<file path="src/rtl/core/sstf_pkg.sv">
// ----------------------------------------------------------------------------
// sstf_pkg
// Shared constants and types for the scanline span table fill core.
// ----------------------------------------------------------------------------
`default_nettype none

package sstf_pkg;

    localparam int DEF_ROWS      = 512;
    localparam int DEF_FRAC_BITS = 8;

    localparam int XW = 9;   // x and y coordinate width
    localparam int LW = 10;  // left extent width, holds the empty marker

    localparam logic [LW-1:0] EMPTY_LEFT = 10'd512;

    // word kinds on tuser
    localparam logic [1:0] KIND_CLEAR = 2'd0;
    localparam logic [1:0] KIND_EDGE  = 2'd1;
    localparam logic [1:0] KIND_READ  = 2'd2;

    // row table operations
    localparam logic [1:0] ROP_CLEAR = 2'd0;
    localparam logic [1:0] ROP_WIDEN = 2'd1;
    localparam logic [1:0] ROP_READ  = 2'd2;

    typedef struct packed {
        logic          vld;
        logic [1:0]    op;
        logic [XW-1:0] xlo;
        logic [XW-1:0] xhi;
    } t_row_req;

endpackage

`default_nettype wire

</file>
<file path="src/rtl/core/sstf_div.sv">
// ----------------------------------------------------------------------------
// sstf_div
// Restoring divider, one quotient bit per cycle, for the edge slope.
// ----------------------------------------------------------------------------
`default_nettype none

module sstf_div #(
    parameter int FRAC_BITS = sstf_pkg::DEF_FRAC_BITS
) (
    input  wire logic                                  i_clk,
    input  wire logic                                  i_rst_n,
    input  wire logic                                  i_start,
    input  wire logic [sstf_pkg::XW+FRAC_BITS-1:0]     i_num,
    input  wire logic [sstf_pkg::XW-1:0]               i_den,
    input  wire logic                                  i_neg,
    output logic                                       o_done,
    output logic signed [sstf_pkg::XW+FRAC_BITS:0]     o_quot
);

    localparam int QW = sstf_pkg::XW + FRAC_BITS;
    localparam int CW = $clog2(QW + 1);

    logic [QW-1:0]             r_num, n_num;
    logic [sstf_pkg::XW-1:0]   r_rem, n_rem;
    logic [sstf_pkg::XW-1:0]   r_den;
    logic [CW-1:0]             r_cnt, n_cnt;
    logic                      r_busy, n_busy;
    logic                      r_done, n_done;
    logic                      r_neg;

    logic [sstf_pkg::XW:0]     rem_sh;
    logic [sstf_pkg::XW:0]     rem_sub;
    logic                      ge;

    assign rem_sh  = {r_rem, r_num[QW-1]};
    assign ge      = (rem_sh >= {1'b0, r_den});
    assign rem_sub = rem_sh - {1'b0, r_den};

    always_comb begin
        n_num  = r_num;
        n_rem  = r_rem;
        n_cnt  = r_cnt;
        n_busy = r_busy;
        n_done = 1'b0;
        if (i_start) begin
            n_num  = i_num;
            n_rem  = '0;
            n_cnt  = CW'(QW);
            n_busy = 1'b1;
        end else if (r_busy) begin
            n_num = {r_num[QW-2:0], ge};
            n_rem = ge ? rem_sub[sstf_pkg::XW-1:0] : rem_sh[sstf_pkg::XW-1:0];
            n_cnt = r_cnt - 1'b1;
            if (r_cnt == CW'(1)) begin
                n_busy = 1'b0;
                n_done = 1'b1;
            end
        end
    end

    always_ff @(posedge i_clk) begin
        if (!i_rst_n) begin
            r_busy <= 1'b0;
            r_done <= 1'b0;
            r_cnt  <= '0;
        end else begin
            r_busy <= n_busy;
            r_done <= n_done;
            r_cnt  <= n_cnt;
        end
    end

    always_ff @(posedge i_clk) begin
        r_num <= n_num;
        r_rem <= n_rem;
        if (i_start) begin
            r_den <= i_den;
            r_neg <= i_neg;
        end
    end

    assign o_done = r_done;
    assign o_quot = r_neg ? -$signed({1'b0, r_num}) : $signed({1'b0, r_num});

endmodule

`default_nettype wire

</file>
<file path="config.mk">
export PLATFORM = sky130hd
export DESIGN_NAME = sstf_div
export DESIGN_NICKNAME = d
export VERILOG_FILES = /design/src/rtl/core/sstf_pkg.sv /design/src/rtl/core/sstf_div.sv
export SDC_FILE = /design/constraint.sdc
export NUM_CORES = 1
export LEC_CHECK = 0
export BUFFER_PORTS_ARGS = -buffer_cell sky130_fd_sc_hd__buf_2
export CAP_MARGIN = 15
export CORE_MARGIN = 10
export CORE_UTILIZATION = 50
export DETAILED_ROUTE_END_ITERATION = 12
export GPL_TIMING_DRIVEN = 0
export PLACE_DENSITY = 0.83
export REMOVE_ABC_BUFFERS = 1
export SLEW_MARGIN = 20
export SYNTH_ARGS = -nofsm -noshare
export SYNTH_HDL_FRONTEND = slang
export SYNTH_SLANG_ARGS = --single-unit
</file>
<file path="constraint.sdc">
create_clock -name i_clk -period 2.4 [get_ports i_clk]
set_input_delay 0.48 -clock i_clk [delete_from_list [all_inputs] [get_ports i_clk]]
set_output_delay 0.48 -clock i_clk [all_outputs]
set_load 0.05 [all_outputs]
</file>
# Yosys cells after proc, flatten, opt, wreduce, memory -nomap -nowiden
# Cells that the tools add are included.
[word_totals] ram_bits=0 romBits=0 n_memories=0 ff_bits=43 output_inout_bits=19 wordCells=28 latch_bits=0
[op_classes] n_bitwise=2 n_shift=0 eq_ne=1 mul=0 add_sub_neg=3 n_reduce_logical=3 muxes=10 div_mod_pow=0 magnitude_cmp=1
[op_table] cell="17-bit 2-to-1 mux" count=2
[op_table] cell="18-bit 2-to-1 mux" count=1
[op_table] cell="17-bit negation with 18-bit output" count=1
[op_table] cell="10-bit by 9-bit greater-or-equal comparator with 1-bit output" count=1
[op_table] cell="5-bit 2-to-1 mux" count=2
[op_table] cell="9-bit 2-to-1 mux" count=1
[op_table] cell="9-bit subtractor" count=1
[op_table] cell="5-bit by 1-bit == test with 1-bit output (second input constant)" count=1
[op_table] cell="5-bit by 1-bit subtractor with 5-bit output (second input constant)" count=1
[op_table] cell="1-bit 2-to-1 mux" count=4
[op_table] cell="3-bit OR reduction" count=1
[op_table] cell="1-bit NOT" count=2
[op_table] cell="2-bit nonzero test" count=1
[op_table] cell="2-bit OR reduction" count=1

# Logic depth before layout (Yosys ltp)
# Gate-level depths: netlist of the first run.
[logic_depth] word_depth=4 depth_mapped=10 ltp_nobuf=9

# Worst setup path before layout of the first run
# No wires, ideal clock.
[synth_path] kind="register to output" start="register r_num[11]" end="output port o_quot[16] in the netlist's numbering" arrival_ps=2191 required_ps=1920 path_buffers=0 setup_slack_ps=-271 path_stages_with_launch=6 cell_sequence="edfxtp_1 or4_4 or4_1 or2_1 o21ai_2 xnor2_1"
[synth_between] elab_chain_cells=2
[synth_rtl] item="from (decl)" line_no="sstf_div.sv:23" rtl="logic [QW-1:0] r_num, n_num;"
[synth_rtl] item="from (signal assigned)" line_no="sstf_div.sv:74" rtl="r_num <= n_num;"
[synth_rtl] item="17-bit negation with 18-bit output" line_no="sstf_div.sv:83" rtl="assign o_quot = r_neg ? -$signed({1'b0, r_num}) : $signed({1'b0, r_num});"
[synth_rtl] item="18-bit 2-to-1 mux" line_no="sstf_div.sv:83"
[synth_rtl] item="to (decl)" line_no="sstf_div.sv:17" rtl="output logic signed [sstf_pkg::XW+FRAC_BITS:0] o_quot"
# No other way between the ends.

# Final worst setup path of the first run
[layout_path] start="register r_num[10]" end="output port o_quot[17] in the netlist's numbering"
# The elaborated chain is that of the path after synthesis.

==> metrics.csv, run 1 <==
metric,value,unit
outcome,"complete, but fails checks",
violations,setup timing,
core-area,4786,sq um
cts_root_buf,clkbuf_8,
ys_seq_elements,43,
grt_pass1_wl,9.280,mm
async_flop_share,0,
final_cell_count_no_fill,363,
tritoncts,built,
syn_inst,230,
place_inst,335,
rsz0062_at_grt,yes,
fill_cells,371,
tightest_slew,809.7,ps
power,2.215,mW
ys_warn_count,0,
initial_core_util,0.5231,
multi_input_area,1336,sq um
max_cap_viol_count,0,
htreeDepth,2,
critPathCaptureType,output port,
fin_crit,2876,ps
min_path_type,in2reg,
peakVddDrop,0.3810,mV
synthTopCellsByArea,"edfxtp_1 (32%), dfxtp_1 (13%), xnor2_1 (7.0%)",
wire_per_inst,16.06,microns
grtUsageMet2,0.2326,
grt_overflow,0,
routed-via-count,1969,
grt_max_degree,38,
die_w,90.76,microns
top_usage_layer,met2,
fin_crit_sh,1.198,
clk_latency,300,ps
nets,338,
cts_buffers,5,
die_h,90.76,microns
finClkSkew,11.25,ps
vias_per_cell,5.424,
dr.first_iter.drc_count,124,
yosys.area.top_type,edfxtp_1,
cp.arrival,2400,ps
dr.pass1.iters,4,
hold_viol,0,
synth_cell_type_count,49,
syn_area,2504,sq um
ant_nets,0,
synth_top_cell_area_share,0.3238,
required,1920,ps
finalWorstSetupSlack,-475.9,ps
path_clk_slew,90,ps
grt_pass1_vias,2017,
use_met1,0.1570,
synth_edf_count,27,
grtUsageTotal,0.1355,
relSlewSlack,0.4594,
seq_area,1131,sq um
post-dp-hpwl,3.735,mm
io_buffers,48,
gp_congestion,0.7792,
drt-total-wl,5.830,mm
report.final.slew_viol_count,0,
postCtsHoldBufs,0,
power_leakage,1.312,nW
die_area,8237,sq um
cts.sinks,43,
antenna_found_initial,0,
grt_util_met3,0.02161,
yosysSeqAreaShare,0.4518,
clock_path_buffers,2,
rows,25,
path_max_fanout,2,
avgSynthCellArea,10.89,sq um
power-per-cell-area,704.7,nW/um^2
area_growth,25.54,%
drc,0,
fmax,347.7,MHz
startpoint_type,flip-flop,
synth_flop_cell,edfxtp_1,
ios,49,
setup_violations,17,
antenna_cells,0,
drive_gt1_frac,0.3750,
worstSetupPathType,reg2out,
==> metal layers <==
metal  routed length, microns  part of all wire
met1                     2465              0.42
met2                     3072              0.53
met3                      178             0.031
met4                      114             0.020
met5                        0                 0
==> worst max-delay path, stage by stage, from the launching register on <==
cell	delay [ps]
edfxtp_1	390
or4_4	550
or4_4	430
or2_4	250
o31a_1	310
buf_6	160
==> cell usage after synthesis (4+ instances only) <==
master	instances
nor2_1	13
edfxtp_1	27
o31ai_1	4
dfxtp_1	16
nand2_1	13
a21oi_1	4
a211oi_1	5
mux2_2	14
o21ai_0	10
inv_1	17
mux2i_1	4
clkbuf_1	6
nand3_1	4
xnor2_1	20
nor3_1	4
ha_1	12
xor2_1	5
==> per-stage QoR <==
| step | TNS, ps | utilization | hold WS (ps) | setup WS, ps | area, sq um |
|---|---|---|---|---|---|
| finish | -4217 | 0.6567 | 350.5 | -475.9 | 3143 |
| global route | -6442 | 0.6567 | 349.7 | -526.9 | 3143 |
| CTS | -3490 | 0.6342 | 341.7 | -497.3 | 3035 |
| detailed placement | -6769 | 0.5814 | 489.1 | -402.6 | 2783 |
| global placement | -5584 | 0.5814 | 481.2 | -392.9 | 2783 |
| floorplan | -2763 | - | 467.0 | -302.4 | 2459 |
==> placed cells by master, fill, tap and decap left out, types with 4 or more instances in the layout <==
cell type / n
ha_1: 11
nor2_1: 13
o21ai_0: 8
dfxtp_1: 16
buf_4: 27
buf_2: 36
nand2_1: 12
xnor2_1: 20
xor2_1: 5
nand3_1: 4
nor3_1: 4
inv_1: 16
edfxtp_1: 27
a211oi_1: 5
clkbuf_8: 5
mux2_2: 14
==> cell type report <==
cell class / count / share of cell area
clock buffers: 7 / 0.02428
clock inverters: 1 / 0.002389
inverters: 17 / 0.02030
multi-input cells: 160 / 0.4252
flip-flops and latches: 43 / 0.3599
well taps: 67 / 0.02667
repair buffers: 68 / 0.1413
==> state kept, by name (all words and copies together), names as in the netlist <==
signal  cells
r_busy      1
r_cnt       5
r_num      17
o_done      1
r_den       9
r_rem       9
r_neg       1
==> final timing paths <==
path | from | endpoint | slack [ps] | depth (start not counted)
min reg2reg | r_cnt[1]$_SDFFE_PP0P_ | r_cnt[1]$_SDFFE_PP0P_ | 500 | 2
max reg2reg | r_num[16]$_DFFE_PP_ | r_rem[1]$_SDFFE_PP0P_ | -130 | 10
max | r_num[10]$_DFFE_PP_ | o_quot[17] | -480 | 5
min | i_neg | r_neg$_DFFE_PP_ | 350 | 1
==> power breakdown <==
group | total (mW) | internal, mW | switching (mW)
sequential | 0.932 | 0.865 | 0.0669
combinational | 0.830 | 0.338 | 0.492
clock | 0.453 | 0.206 | 0.247
total | 2.21 | 1.41 | 0.806
==> cell families (layout without fill, tap and decap cells) <==
kind of cell               Yosys count  in the layout  share of synthesized area
xor gates and xnor gates            25             25                    0.08746
DFF                                 43             43                     0.4518
and+or+nand+nor                     57             57                     0.1245
buffers and inverters               27             93                    0.04348
adders and majority gates           13             13                    0.06796
AOI/OAI and AO/OA                   47             47                     0.1459
muxes                               18             18                    0.07896
==> timing repair <==
action,in CTS,in global routing
setup endpoints to repair,21,23
gates resized for setup,18,17
pin swaps,8,13
setup buffers,12,8
(Power assumes the default switching activity.)
==> run 2: changes to the inputs <==
Settings changed: ABC_AREA set to 1.
==> run 2 against run 1 <==
Net effect: the flow now finishes without violations; setup slack gained 500 ps; global-route usage grew 0.76 points; critical endpoint is now o_quot[14]; sequential share of layout area grew 0.17 points; clock-buffer cell count shrank 1; design area shrank 0.48%; combinational power shrank 24%; non-clock buffer count shrank 12; critical path type unchanged.
==> metrics.csv, run 2 <==
metric,value,unit,change
post-dp-hpwl,4.405,mm,+18%
die_area,8567,sq um,+4.0%
cp_slowest_cell,edfxtp_1,,
ys_top_cells_by_count,"nand2_1 (86), inv_1 (62), nand3_1 (29)",,
rsz0062_at_grt,yes,,
peakVddDrop,0.3776,mV,-0.88%
finClkSkew,5.550,ps,-5.697 ps
syn_area,2633,sq um,+5.1%
synth_flop_cell,edfxtp_1,,
path_clk_slew,80,ps,about the same
min_path_type,in2reg,,
layout_commonest_cell,nand2_1,,
worstSetupPathType,reg2out,,
critPathBufInv,2,,+1
die_w,92.56,microns,+2.0%
synth_compound_area_frac,0.07319,,-0.07273
max_cap_viol_count,0,,unchanged
synthAdderAreaFrac,0.06464,,-0.003327
antenna_found_initial,0,,unchanged
fmax,420.9,MHz,+21%
tightest_slew,817.4,ps,+7.639 ps
ant_nets,0,,unchanged
utilization,0.6124,,-0.04429
setup_violations,0,,-17
synth.most_common_cell,nand2_1,,
grt_max_degree,46,,+21%
area_growth,18.82,%,
antenna_cells,0,,unchanged
synth_edf_count,27,,unchanged
cts_root_buf,clkbuf_8,,
avgSynthCellArea,7.697,sq um,-29%
cp.arrival,1900,ps,-500 ps
synth_top_family_by_area,simple AND/OR/NAND/NOR gates,,
cts_buffers,5,,unchanged
dr.first_iter.drc_count,187,,+51%
grtUsageTotal,0.1431,,+0.007633
report.final.slew_viol_count,0,,unchanged
routed-via-count,2320,,+18%
power_leakage,1.586,nW,+21%
ys_warn_count,0,,unchanged
syn_inst,342,,+49%
startpoint_type,flip-flop,,
reg_top3,"r_num (17), r_den (9), r_rem (9)",,
synth_xor_area_frac,0.05656,,-0.03090
fin_crit_sh,0.9900,,-0.2083
largest_reg_flops,17,,unchanged
min-delay-start,i_den[4],,
synth.mux.area_fraction,0,,-0.07896
rows,26,,+4.0%
drc,0,,unchanged
dp_slack,-128.9,ps,+273.8 ps
crit_family,flip-flops,,
clock_path_buffers,2,,unchanged
hold_viol,0,,unchanged
grt_overflow,0,,unchanged
drt-total-wl,6.046,mm,+3.7%
required,1920,ps,about the same
htreeDepth,2,,unchanged
hold_end,r_den[4]$_DFFE_PP_,,
yosysSeqAreaShare,0.4297,,-0.02212
synth_cell_type_count,28,,-43%
reg2reg_depth,13,,+3
crit_path_max_incr_delay,430,ps,-120 ps
r2r-end,r_rem[5]$_SDFFE_PP0P_,,
grt_pass1_wl,10.19,mm,+9.8%
finalWorstSetupSlack,24.09,ps,+500.0 ps
synthSimpleGateAreaFrac,0.2700,,+0.1455
drive_gt1_frac,0.2085,,-0.1665
top_register,r_num,,
critPathCaptureType,output port,,
synthTopCellsByArea,"edfxtp_1 (31%), nand2_1 (12%), dfxtp_1 (12%)",,
ios,49,,unchanged
gp_congestion,0.8582,,+10%
grt_pass1_vias,2337,,+16%
clk_latency,300,ps,about the same
worstPathCellList,"inv_2, ha_4, nand4_1, nand2_2, nand2_4, a21oi_1, xor2_1, buf_4",,
min_path_cells,1,,unchanged
initial_core_util,0.5154,,-0.007704
ys_seq_elements,43,,unchanged
relSlewSlack,0.4545,,-0.004955
tritoncts,built,,
async_flop_share,0,,unchanged
dr.pass1.iters,4,,unchanged
power-per-cell-area,629.1,nW/um^2,-11%
yosys.area.top_type,edfxtp_1,,
core-area,5107,sq um,+6.7%
fin_crit,2376,ps,-500.0 ps
outcome,"complete, no violations",,
cts.sinks,43,,unchanged
timing.reg2reg.setup_slack,250,ps,+380 ps
synth_top_cell_area_share,0.3080,,-0.01585
io_buffers,48,,unchanged
r2r_start,r_num[16]$_DFFE_PP_,,
path_max_fanout,4,,+2
vias_per_cell,4.957,,-8.6%
mostFrequentLayoutCells,"nand2_1 (83), inv_1 (60), buf_2 (41), nand3_1 (29), edfxtp_1 (27)",,
wire_per_inst,12.92,microns,-20%
nets,440,,+30%
die_h,92.56,microns,+2.0%
postCtsHoldBufs,0,,unchanged
[run 2: cell count changes after synthesis, sizes merged, moves of 4 or more]
cell | previous run | this run
a211oi | 7 | 1
inv | 17 | 62
mux2 | 14 | 0
mux2i | 4 | 0
nand2 | 13 | 91
nand3 | 4 | 30
nand3b | 0 | 5
nor2 | 13 | 29
o21ai | 11 | 23
o31ai | 5 | 1
xnor2 | 20 | 1
xor2 | 5 | 16
[run 2: kinds of logic (layout without fill, tap and decap cells)]
logic type / after synthesis / in the layout
flip-flops: 43 / 43
adder cells (fa/ha/maj): 13 / 13
buffers and inverters: 70 / 126
AO/OA/AOI/OAI: 36 / 36
AND/OR/NAND/NOR: 163 / 163
XOR/XNOR: 17 / 17
[run 2: through the flow]
stage / cells / power, mW / setup TNS, ps / hold WS [ps] / instance area, sq um
2_1_floorplan: 334 / 1.330 / -1373 / 443.3 / 2586
4_1_cts: 461 / 1.947 / -2.073 / 346.9 / 3029
3_5_place_dp: 452 / 1.482 / -2426 / 457.7 / 2914
5_1_grt: 468 / 2.079 / -413.6 / 337.9 / 3128
6_report: 468 / 1.968 / 0 / 355.8 / 3128
3_3_place_gp: 452 / 1.467 / -1509 / 456.3 / 2914
[run 2: final cells by class]
type                    instances  area [sq um]
inverters                      62         232.7
clock buffers                   6         72.57
fillers                       455          1979
clock inverters                 2         12.51
repair buffers                 56         321.6
flip-flops and latches         43          1131
well taps                      70         87.58
multi-input cells             229          1270
[run 2: worst max path at each step]
stage	start	end	slack [ps]	cells after the start
finish	r_num[0]$_DFFE_PP_	o_quot[14]	20	8
global route	r_num[0]$_DFFE_PP_	o_quot[16]	-110	9
CTS	r_num[0]$_DFFE_PP_	o_quot[14]	-2	8
detailed placement	i_start	r_num[3]$_DFFE_PP_	-130	3
global placement	i_start	r_num[15]$_DFFE_PP_	-90	3
floorplan	r_num[0]$_DFFE_PP_	o_quot[16]	-320	8
[run 2: per-layer routing]
| metal | vias to the layer above | track usage | wire length [microns] | part of all wire |
|---|---|---|---|---|
| met5 | - | 0 | 0 | 0 |
| met3 | 9 | 0.03390 | 354 | 0.059 |
| met2 | 65 | 0.2541 | 3132 | 0.52 |
| met1 | 1047 | 0.1630 | 2470 | 0.41 |
| met4 | 0 | 0.05270 | 89 | 0.015 |
| li1 | 1199 | - | - | - |
[run 2: what timing repair did]
item                                    4_1_cts  5_1_grt
endpoints found under the setup margin        4       14
setup buffers                                 1        7
gates resized for setup                       9       16
pin swaps                                     0        7
[run 2: power by group]
group          switching (mW)  internal, mW  leakage [nW]
clock network           0.249         0.203        0.0412
registers              0.0369         0.852         0.402
logic                   0.438         0.189          1.14
